<file path="src/sv/lts_pkg.sv">
// shared types, character codes and helpers for the lexical token scanner
`default_nettype none

package lts_pkg;

    // line counter width
    localparam int LINE_BITS = 16;
    // width of the reported line number field
    localparam int OUT_LINE_BITS = 16;

    // token queue between front and back
    localparam int QUEUE_DEPTH = 4;
    localparam int QPTR_BITS = $clog2(QUEUE_DEPTH);
    localparam int QCNT_BITS = $clog2(QUEUE_DEPTH + 1);

    localparam logic [LINE_BITS-1:0] LINE_ONE = LINE_BITS'(1);
    localparam logic [LINE_BITS-1:0] LINE_MAX = '1;

    // character codes
    localparam logic [7:0] CH_NUL   = 8'h00;
    localparam logic [7:0] CH_TAB   = 8'h09;
    localparam logic [7:0] CH_NL    = 8'h0A;
    localparam logic [7:0] CH_CR    = 8'h0D;
    localparam logic [7:0] CH_SPACE = 8'h20;
    localparam logic [7:0] CH_LPAR  = 8'h28;
    localparam logic [7:0] CH_RPAR  = 8'h29;
    localparam logic [7:0] CH_STAR  = 8'h2A;
    localparam logic [7:0] CH_PLUS  = 8'h2B;
    localparam logic [7:0] CH_MINUS = 8'h2D;
    localparam logic [7:0] CH_0     = 8'h30;
    localparam logic [7:0] CH_9     = 8'h39;
    localparam logic [7:0] CH_COLON = 8'h3A;
    localparam logic [7:0] CH_SEMI  = 8'h3B;
    localparam logic [7:0] CH_EQUAL = 8'h3D;
    localparam logic [7:0] CH_UP_A  = 8'h41;
    localparam logic [7:0] CH_UP_Z  = 8'h5A;
    localparam logic [7:0] CH_LO_A  = 8'h61;
    localparam logic [7:0] CH_LO_Z  = 8'h7A;

    typedef enum logic [1:0] {
        ST_IDLE  = 2'd0,
        ST_INT   = 2'd1,
        ST_IDENT = 2'd2,
        ST_COLON = 2'd3
    } t_scan_state;

    typedef enum logic [3:0] {
        TK_IDENT  = 4'd0,
        TK_INT    = 4'd1,
        TK_ASSIGN = 4'd2,
        TK_PLUS   = 4'd3,
        TK_TIMES  = 4'd4,
        TK_LPAREN = 4'd5,
        TK_RPAREN = 4'd6,
        TK_SEMI   = 4'd7,
        TK_MINUS  = 4'd8,
        TK_ERROR  = 4'd9,
        TK_END    = 4'd10
    } t_token_kind;

    // one or two tokens caused by one byte; both carry the same line
    typedef struct packed {
        t_token_kind               kind0;
        t_token_kind               kind1;
        logic                      two;
        logic [OUT_LINE_BITS-1:0]  line;
    } t_entry;

    typedef struct packed {
        logic   valid;
        t_entry entry;
    } t_push;

    typedef struct packed {
        logic   valid;
        t_entry entry;
    } t_head;

    // low bits of the line counter, zero extended where the counter is narrow
    function automatic logic [OUT_LINE_BITS-1:0] to_out_line(
        input logic [LINE_BITS-1:0] count
    );
        logic [LINE_BITS+OUT_LINE_BITS-1:0] wide;
        wide = {{OUT_LINE_BITS{1'b0}}, count};
        return wide[OUT_LINE_BITS-1:0];
    endfunction

endpackage

`default_nettype wire

</file>
<file path="src/sv/lts_front.sv">
// front end: takes bytes, runs the scanner state machine, pushes tokens
`default_nettype none

module lts_front (
    input  wire logic                               i_clk,
    input  wire logic                               i_rst_n,
    input  wire logic                               i_valid,
    output logic                                    o_ready,
    input  wire logic [7:0]                         i_char_code,
    input  wire logic                               i_end_of_input,
    input  wire logic                               i_q_full,
    output lts_pkg::t_push                          o_push
);

    lts_pkg::t_scan_state            r_state, n_state;
    logic [lts_pkg::LINE_BITS-1:0]   r_line, n_line;

    logic                  accept;
    logic                  ends, is_dig, is_alpha, is_space;
    logic                  run_idle;
    logic                  pend_v, own_v;
    lts_pkg::t_token_kind  pend_k, own_k;

    assign o_ready = !i_q_full;
    assign accept  = i_valid && o_ready;

    always_ff @(posedge i_clk) begin
        if (!i_rst_n) begin
            r_state <= lts_pkg::ST_IDLE;
            r_line  <= lts_pkg::LINE_ONE;
        end else if (accept) begin
            r_state <= n_state;
            r_line  <= n_line;
        end
    end

    always_comb begin
        ends     = i_end_of_input || (i_char_code == lts_pkg::CH_NUL);
        is_dig   = i_char_code inside {[lts_pkg::CH_0:lts_pkg::CH_9]};
        is_alpha = i_char_code inside {[lts_pkg::CH_LO_A:lts_pkg::CH_LO_Z],
                                       [lts_pkg::CH_UP_A:lts_pkg::CH_UP_Z]};
        is_space = (i_char_code == lts_pkg::CH_SPACE) ||
                   (i_char_code inside {[lts_pkg::CH_TAB:lts_pkg::CH_CR]});

        run_idle = 1'b1;
        pend_v   = 1'b0;
        pend_k   = lts_pkg::TK_ERROR;
        own_v    = 1'b0;
        own_k    = lts_pkg::TK_ERROR;
        n_state  = r_state;
        n_line   = r_line;

        // close any pending token
        case (r_state)
            lts_pkg::ST_INT: begin
                if (!ends && is_dig) begin
                    run_idle = 1'b0;
                end else begin
                    pend_v = 1'b1;
                    pend_k = lts_pkg::TK_INT;
                end
            end
            lts_pkg::ST_IDENT: begin
                if (!ends && (is_alpha || is_dig)) begin
                    run_idle = 1'b0;
                end else begin
                    pend_v = 1'b1;
                    pend_k = lts_pkg::TK_IDENT;
                end
            end
            lts_pkg::ST_COLON: begin
                pend_v = 1'b1;
                if (!ends && (i_char_code == lts_pkg::CH_EQUAL)) begin
                    run_idle = 1'b0;
                    pend_k   = lts_pkg::TK_ASSIGN;
                    n_state  = lts_pkg::ST_IDLE;
                end else begin
                    pend_k = lts_pkg::TK_ERROR;
                end
            end
            default: ;
        endcase

        // reprocess the byte from idle
        if (run_idle) begin
            n_state = lts_pkg::ST_IDLE;
            if (ends) begin
                own_v  = 1'b1;
                own_k  = lts_pkg::TK_END;
                n_line = lts_pkg::LINE_ONE;
            end else if (is_space) begin
                if ((i_char_code == lts_pkg::CH_NL) && (r_line != lts_pkg::LINE_MAX)) begin
                    n_line = r_line + lts_pkg::LINE_ONE;
                end
            end else if (is_dig) begin
                n_state = lts_pkg::ST_INT;
            end else if (is_alpha) begin
                n_state = lts_pkg::ST_IDENT;
            end else if (i_char_code == lts_pkg::CH_COLON) begin
                n_state = lts_pkg::ST_COLON;
            end else begin
                own_v = 1'b1;
                case (i_char_code)
                    lts_pkg::CH_PLUS:  own_k = lts_pkg::TK_PLUS;
                    lts_pkg::CH_STAR:  own_k = lts_pkg::TK_TIMES;
                    lts_pkg::CH_LPAR:  own_k = lts_pkg::TK_LPAREN;
                    lts_pkg::CH_RPAR:  own_k = lts_pkg::TK_RPAREN;
                    lts_pkg::CH_SEMI:  own_k = lts_pkg::TK_SEMI;
                    lts_pkg::CH_MINUS: own_k = lts_pkg::TK_MINUS;
                    default:           own_k = lts_pkg::TK_ERROR;
                endcase
            end
        end

        o_push.valid       = accept && (pend_v || own_v);
        o_push.entry.line  = lts_pkg::to_out_line(r_line);
        if (pend_v) begin
            o_push.entry.kind0 = pend_k;
            o_push.entry.kind1 = own_k;
            o_push.entry.two   = own_v;
        end else begin
            o_push.entry.kind0 = own_k;
            o_push.entry.kind1 = own_k;
            o_push.entry.two   = 1'b0;
        end
    end

    // end of input always leaves the scanner idle on line one
    a_end_resets : assert property (@(posedge i_clk) disable iff (!i_rst_n)
        (accept && ends) |=> (r_state == lts_pkg::ST_IDLE) && (r_line == lts_pkg::LINE_ONE))
        else $error("scanner not reset by end of input");

endmodule

`default_nettype wire

</file>
<file path="src/sv/lts_queue.sv">
// small token queue between the front and back ends
`default_nettype none

module lts_queue (
    input  wire logic          i_clk,
    input  wire logic          i_rst_n,
    input  wire lts_pkg::t_push i_push,
    input  wire logic          i_pop,
    output logic               o_full,
    output lts_pkg::t_head     o_head
);

    lts_pkg::t_entry                  r_mem [lts_pkg::QUEUE_DEPTH];
    logic [lts_pkg::QPTR_BITS-1:0]    r_wr, r_rd, n_wr, n_rd;
    logic [lts_pkg::QCNT_BITS-1:0]    r_count, n_count;
    logic                             do_pop;

    localparam logic [lts_pkg::QPTR_BITS-1:0] PTR_LAST =
        lts_pkg::QPTR_BITS'(lts_pkg::QUEUE_DEPTH - 1);
    localparam logic [lts_pkg::QPTR_BITS-1:0] PTR_ONE = lts_pkg::QPTR_BITS'(1);
    localparam logic [lts_pkg::QCNT_BITS-1:0] CNT_FULL =
        lts_pkg::QCNT_BITS'(lts_pkg::QUEUE_DEPTH);
    localparam logic [lts_pkg::QCNT_BITS-1:0] CNT_ONE = lts_pkg::QCNT_BITS'(1);

    assign o_full       = (r_count == CNT_FULL);
    assign o_head.valid = (r_count != '0);
    assign o_head.entry = r_mem[r_rd];
    assign do_pop       = i_pop && o_head.valid;

    always_comb begin
        n_wr    = r_wr;
        n_rd    = r_rd;
        n_count = r_count;
        if (i_push.valid) begin
            n_wr = (r_wr == PTR_LAST) ? '0 : r_wr + PTR_ONE;
        end
        if (do_pop) begin
            n_rd = (r_rd == PTR_LAST) ? '0 : r_rd + PTR_ONE;
        end
        if (i_push.valid && !do_pop) begin
            n_count = r_count + CNT_ONE;
        end else if (!i_push.valid && do_pop) begin
            n_count = r_count - CNT_ONE;
        end
    end

    always_ff @(posedge i_clk) begin
        if (!i_rst_n) begin
            r_wr    <= '0;
            r_rd    <= '0;
            r_count <= '0;
        end else begin
            r_wr    <= n_wr;
            r_rd    <= n_rd;
            r_count <= n_count;
        end
    end

    always_ff @(posedge i_clk) begin
        if (i_push.valid) begin
            r_mem[r_wr] <= i_push.entry;
        end
    end

    a_no_overflow : assert property (@(posedge i_clk) disable iff (!i_rst_n)
        o_full |-> !i_push.valid)
        else $error("push into full token queue");

    a_count_bound : assert property (@(posedge i_clk) disable iff (!i_rst_n)
        r_count <= CNT_FULL)
        else $error("token queue count out of range");

endmodule

`default_nettype wire

</file>
<file path="src/sv/lts_back.sv">
// back end: unpacks queued tokens one per cycle into the output register while i_ready is high
`default_nettype none

module lts_back (
    input  wire logic                                i_clk,
    input  wire logic                                i_rst_n,
    input  wire lts_pkg::t_head                      i_head,
    output logic                                     o_pop,
    output logic                                     o_valid,
    input  wire logic                                i_ready,
    output logic [3:0]                               o_token_kind,
    output logic [lts_pkg::OUT_LINE_BITS-1:0]        o_line_number,
    output logic                                     o_last
);

    logic                                   r_valid, n_valid;
    logic                                   r_half, n_half;
    lts_pkg::t_token_kind                   r_kind, n_kind;
    logic [lts_pkg::OUT_LINE_BITS-1:0]      r_line, n_line;
    logic                                   r_last, n_last;
    logic                                   load;

    always_comb begin
        load    = i_head.valid && (!r_valid || i_ready);
        n_valid = r_valid && !i_ready;
        n_half  = r_half;
        n_kind  = r_kind;
        n_line  = r_line;
        n_last  = r_last;
        o_pop   = 1'b0;
        if (load) begin
            n_valid = 1'b1;
            n_kind  = r_half ? i_head.entry.kind1 : i_head.entry.kind0;
            n_line  = i_head.entry.line;
            n_last  = !i_head.entry.two || r_half;
            o_pop   = n_last;
            n_half  = !n_last;
        end
    end

    always_ff @(posedge i_clk) begin
        if (!i_rst_n) begin
            r_valid <= 1'b0;
            r_half  <= 1'b0;
        end else begin
            r_valid <= n_valid;
            r_half  <= n_half;
        end
    end

    always_ff @(posedge i_clk) begin
        r_kind <= n_kind;
        r_line <= n_line;
        r_last <= n_last;
    end

    assign o_valid       = r_valid;
    assign o_token_kind  = r_kind;
    assign o_line_number = r_line;
    assign o_last        = r_last;

    // second half of a pair is only pending while its entry is still at the head
    a_half_has_head : assert property (@(posedge i_clk) disable iff (!i_rst_n)
        r_half |-> (i_head.valid && i_head.entry.two))
        else $error("pending second token without queue entry");

    a_not_last_pending : assert property (@(posedge i_clk) disable iff (!i_rst_n)
        (r_valid && !r_last) |-> r_half)
        else $error("first of two tokens shown without second pending");

endmodule

`default_nettype wire

</file>
<file path="src/sv/lexical_token_scanner.sv">
// top level of the lexical token scanner: front end, token queue, back end
//
//  channel  direction  handshake            payload
//  input    in         i_valid / o_ready    i_char_code, i_end_of_input
//  output   out        o_valid / i_ready    o_token_kind, o_line_number, o_last
//
// one byte is taken per cycle while the token queue has room (4 entries)
// a byte enters the queue at its accept edge; its first token then reaches
// o_valid through the back end output register once that register is free
// a byte that closes a pending token and also makes its own yields two tokens in
// one entry; output sets the rate, one token per cycle while i_ready is high
// reset returns the scanner to idle on line 1 and empties the queue
`default_nettype none

module lexical_token_scanner (
    input  wire logic                                i_clk,
    input  wire logic                                i_rst_n,
    // byte transactions
    input  wire logic                                i_valid,
    output logic                                     o_ready,
    input  wire logic [7:0]                          i_char_code,
    input  wire logic                                i_end_of_input,
    // token transactions
    output logic                                     o_valid,
    input  wire logic                                i_ready,
    output logic [3:0]                               o_token_kind,
    output logic [lts_pkg::OUT_LINE_BITS-1:0]        o_line_number,
    output logic                                     o_last
);

    // one or two tokens per byte travel as a single queue entry
    lts_pkg::t_push  push;
    lts_pkg::t_head  head;
    logic            q_full;
    logic            pop;

    // classifies each byte and tracks the pending token and line count
    lts_front u_front (
        .i_clk          (i_clk),
        .i_rst_n        (i_rst_n),
        .i_valid        (i_valid),
        .o_ready        (o_ready),
        .i_char_code    (i_char_code),
        .i_end_of_input (i_end_of_input),
        .i_q_full       (q_full),
        .o_push         (push)
    );

    // decouples byte intake from token delivery stalls
    lts_queue u_queue (
        .i_clk   (i_clk),
        .i_rst_n (i_rst_n),
        .i_push  (push),
        .i_pop   (pop),
        .o_full  (q_full),
        .o_head  (head)
    );

    // splits entries into single token transactions and marks the last one
    lts_back u_back (
        .i_clk         (i_clk),
        .i_rst_n       (i_rst_n),
        .i_head        (head),
        .o_pop         (pop),
        .o_valid       (o_valid),
        .i_ready       (i_ready),
        .o_token_kind  (o_token_kind),
        .o_line_number (o_line_number),
        .o_last        (o_last)
    );

endmodule

`default_nettype wire

</file>
<file path="config.mk">
export PLATFORM = sky130hd
export DESIGN_NAME = lexical_token_scanner
export DESIGN_NICKNAME = d
export VERILOG_FILES = /design/src/sv/lts_pkg.sv /design/src/sv/lts_front.sv /design/src/sv/lts_queue.sv /design/src/sv/lts_back.sv /design/src/sv/lexical_token_scanner.sv
export SDC_FILE = /design/constraint.sdc
export NUM_CORES = 1
export LEC_CHECK = 0
export ABC_AREA = 1
export BUFFER_PORTS_ARGS = -buffer_cell sky130_fd_sc_hd__clkbuf_2
export CELL_PAD_IN_SITES_DETAIL_PLACEMENT = 0
export CELL_PAD_IN_SITES_GLOBAL_PLACEMENT = 2
export CORE_MARGIN = 10
export CORE_UTILIZATION = 43
export DETAILED_ROUTE_END_ITERATION = 10
export PLACE_DENSITY = 0.89
export SLEW_MARGIN = 20
export SYNTH_ARGS = -nofsm -noshare
export SYNTH_HDL_FRONTEND = slang
export SYNTH_HIERARCHICAL = 1
export SYNTH_SLANG_ARGS = --single-unit
</file>
<file path="constraint.sdc">
create_clock -name i_clk -period 8.6 [get_ports i_clk]
set_clock_uncertainty 0.1 [all_clocks]
set_input_delay 1.72 -clock i_clk [delete_from_list [all_inputs] [get_ports i_clk]]
set_output_delay 1.72 -clock i_clk [all_outputs]
set_load 0.02 [all_outputs]
</file>
==> out/metrics.csv <==
metric;value;unit
status;complete, no violations;
drt-pass1-iter-count;8;
clk_latency;0.41;ns
r2r_slack;5.50;ns
overflow;0;
cts_tree;built;
p_leak;3.014;nW
grt_pass1_vias;4482;
hold_viol_final;0;
start_kind;input port;
max-clock-path-buffers;2;
synth_edf_count;121;
grt_max_degree;52;
antenna_left;0;
fin_crit_sh;51.32;%
path_common_cell;nand2_1;
hold_buffers;0;
io_buffer_count;35;
cts-root-buf;clkbuf_16;
place_congestion;0.8651;
n_antenna_cell;0;
route.detailed.drc;0;
synth-main-ff-cell;edfxtp_1;
slowest_stage;clkinv_1;
cap_violations;0;
initial_utilization;43.62;%
yosys.area_share.simple;20.52;%
worstPathCellList;clkbuf_2, nor2_2, nand2_2, nor2_4, nor2_8, nand3_2, nand2_1, nand3_4, nand2_1, a21oi_1, nand2_1, clkinv_1;
synth_area_leaders;edfxtp_1, dfxtp_1, nand2_1;
yosys.area.top_type;edfxtp_1;
maxSlewViolCount;0;
yosys.area_share.adder;1.564;%
drtIter0Drc;355;
critPathKind;in2reg;
synthMuxAreaShare;0;%
peakVddDrop;0.1357;mV
hold_path_class;reg2reg;
finalNetCount;717;
slowest_delay;0.75;ns
clk_pin_slew;0.06;ns
drt-total-wl;14.06;mm
num_rows;46;
synth_top_area_share;52.82;%
max-slew-margin-rel;28.34;%
syn_area;6879;µm²
ys_seq_elements;150;
die_x;146.5;µm
rsz0062_at_grt;no;
drive_gt1_share;19.18;%
vias;4656;
crit_path_end_kind;register;
syn-num-nets;686;
htreeDepth;4;
cp_max_fo;25;
synth_top_family_by_area;simple AND/OR/NAND/NOR gates;
synthArstFlopShare;0;%
synth-seq-area-share;61.26;%
fin_setup_tns;0;ns
viasPerCell;5.034;
setup_viol;0;
ios;36;
cts_setup_buffers;0;
cp.arrival;4.17;ns
synth_area_per_cell;10.34;µm²
synth_compound_area_share;9.385;%
dp_hpwl;9.018;mm
hp-start;u_front/r_state[0];
grtUsageTotal;13.03;%
finalCriticalPeriod;4.413;ns
fin_area;7740;µm²
antenna_found_initial;0;
critical_path_required;8.35;ns
placed_area;7148;µm²
grt_pass1_wl;22.52;mm
whs_path_depth;2;
fmax;0.2266;GHz
r2r_end;u_queue/r_count[2];
die_area;21460;µm²
cts.sinks;150;
cts_buffers;17;
post_drt_wl_per_cell;15.20;µm
yosysWarnings;6;
reg2reg_depth;17;
worst_hold_path.endpoint;u_front/r_state[0];
worst_pin_slew;1.074;ns
power.density;323.7;nW/µm²
area_growth;12.51;%
synth-xor-area-share;0.2546;%
core_area;15770;µm²
netlist_instances;665;
synth_cell_type_count;39;
ctsResizeCount;0;
die_y;146.5;µm
## cell usage in the layout, fill, tap and decap left out, drive strengths merged
| master | synthesis | routed |
|---|---|---|
| nand2 | 122 | 122 |
| edfxtp | 121 | 121 |
| nor2 | 103 | 103 |
| inv | 77 | 84 |
| o21ai | 61 | 61 |
| clkbuf | 2 | 53 |
| nand3 | 41 | 41 |
| dfxtp | 29 | 29 |
| o22ai | 25 | 25 |
| nand4 | 22 | 22 |
| a21oi | 12 | 12 |
| nor3 | 9 | 9 |
| ha | 7 | 7 |
| clkinvlp | 0 | 3 |
| bufinv | 0 | 2 |
| o211ai | 2 | 2 |
| xor2 | 2 | 2 |
| buf | 23 | 2 |
| clkinv | 0 | 2 |
| a21boi | 1 | 1 |
| and3 | 1 | 1 |
| and2 | 1 | 1 |
| o2111ai | 1 | 1 |
| or2 | 1 | 1 |
| nand3b | 1 | 1 |
| fa | 1 | 1 |
## layer usage
layer	GRT usage [%]	vias to the layer above	share of wire, %
met5	0	-	0
met4	5.455	0	1.2
met3	3.059	14	5.9
met2	20.56	135	47
met1	16.82	2169	46
li1	-	2338	-
## cell usage after synthesis, drive strengths merged, types with 2 or more instances
| cell | number |
|---|---|
| buf | 23 |
| xor2 | 2 |
| inv | 77 |
| nor3 | 9 |
| nand4 | 22 |
| dfxtp | 29 |
| o22ai | 25 |
| nand2 | 122 |
| o211ai | 2 |
| clkbuf | 2 |
| a21oi | 12 |
| nor2 | 103 |
| edfxtp | 121 |
| o21ai | 61 |
| ha | 7 |
| nand3 | 41 |
## report_power, final
group,switching [W],internal (W)
combinational,0.000514,0.000222
sequential,0.0000613,0.000972
clock,0.000301,0.000436
total,0.000876,0.00163
## logic make-up (layout without fill, tap and decap cells)
logic type / count (synthesis) / after routing
xor gates and xnor gates: 2 / 2
buffers and inverters: 102 / 146
adders and majority gates: 8 / 8
DFF: 150 / 150
and+or+nand+nor: 301 / 301
AOI/OAI and AO/OA: 102 / 102
## sequential cells by signal, summed over array words and instances, names as in the netlist, named ones only
| name | flops |
|---|---|
| u_queue/r_rd | 2 |
| u_back/o_line_number | 16 |
| u_back/o_valid | 1 |
| u_back/r_half | 1 |
| u_back/o_token_kind | 4 |
| u_queue/r_count | 3 |
| u_front/r_state | 2 |
| u_queue/r_mem | 100 |
| u_queue/r_wr | 2 |
| u_back/o_last | 1 |
| u_front/r_line | 16 |
## final cells by class
type	instances	area, µm²
fill	1436	8030
sequential	150	4214
multi-input combinational	413	2182
clock buffer	18	429.2
inverter	77	291.5
tap	216	270.3
timing repair buffer	37	190.2
clock inverter	14	162.7
## per-stage QoR
step / hold slack, ns / std cells / total power [W] / worst slack [ns] / utilization, %
global placement: 0.4061 / 893 / 0.001776 / 3.832 / 45.33
global route: 0.4461 / 925 / 0.002649 / 3.851 / 49.08
detailed placement: 0.4086 / 893 / 0.001791 / 3.756 / 45.33
floorplan: 0.3800 / 665 / 0.001621 / 4.422 / -
finish: 0.4169 / 925 / 0.002506 / 4.187 / 49.08
CTS: 0.4167 / 925 / 0.002532 / 4.194 / 49.08
## worst max path at each step
stage,startpoint,end
after floorplan,i_char_code[2],u_queue/r_count[2]
after detailed placement,i_char_code[1],u_queue/r_mem[3][8]
final,i_char_code[1],u_queue/r_mem[1][3]
after global placement,i_char_code[1],u_queue/r_mem[3][7]
after CTS,i_char_code[1],u_queue/r_mem[3][18]
after global routing,i_char_code[1],u_queue/r_mem[1][10]
## worst max-delay path: cells and delay by family
family | cells | cell delay [ns]
AND/OR/NAND/NOR | 9 | 1.36
buffers and inverters | 2 | 0.91
AO/OA/AOI/OAI | 1 | 0.16
Note: power is estimated with default switching activity, not from simulation.
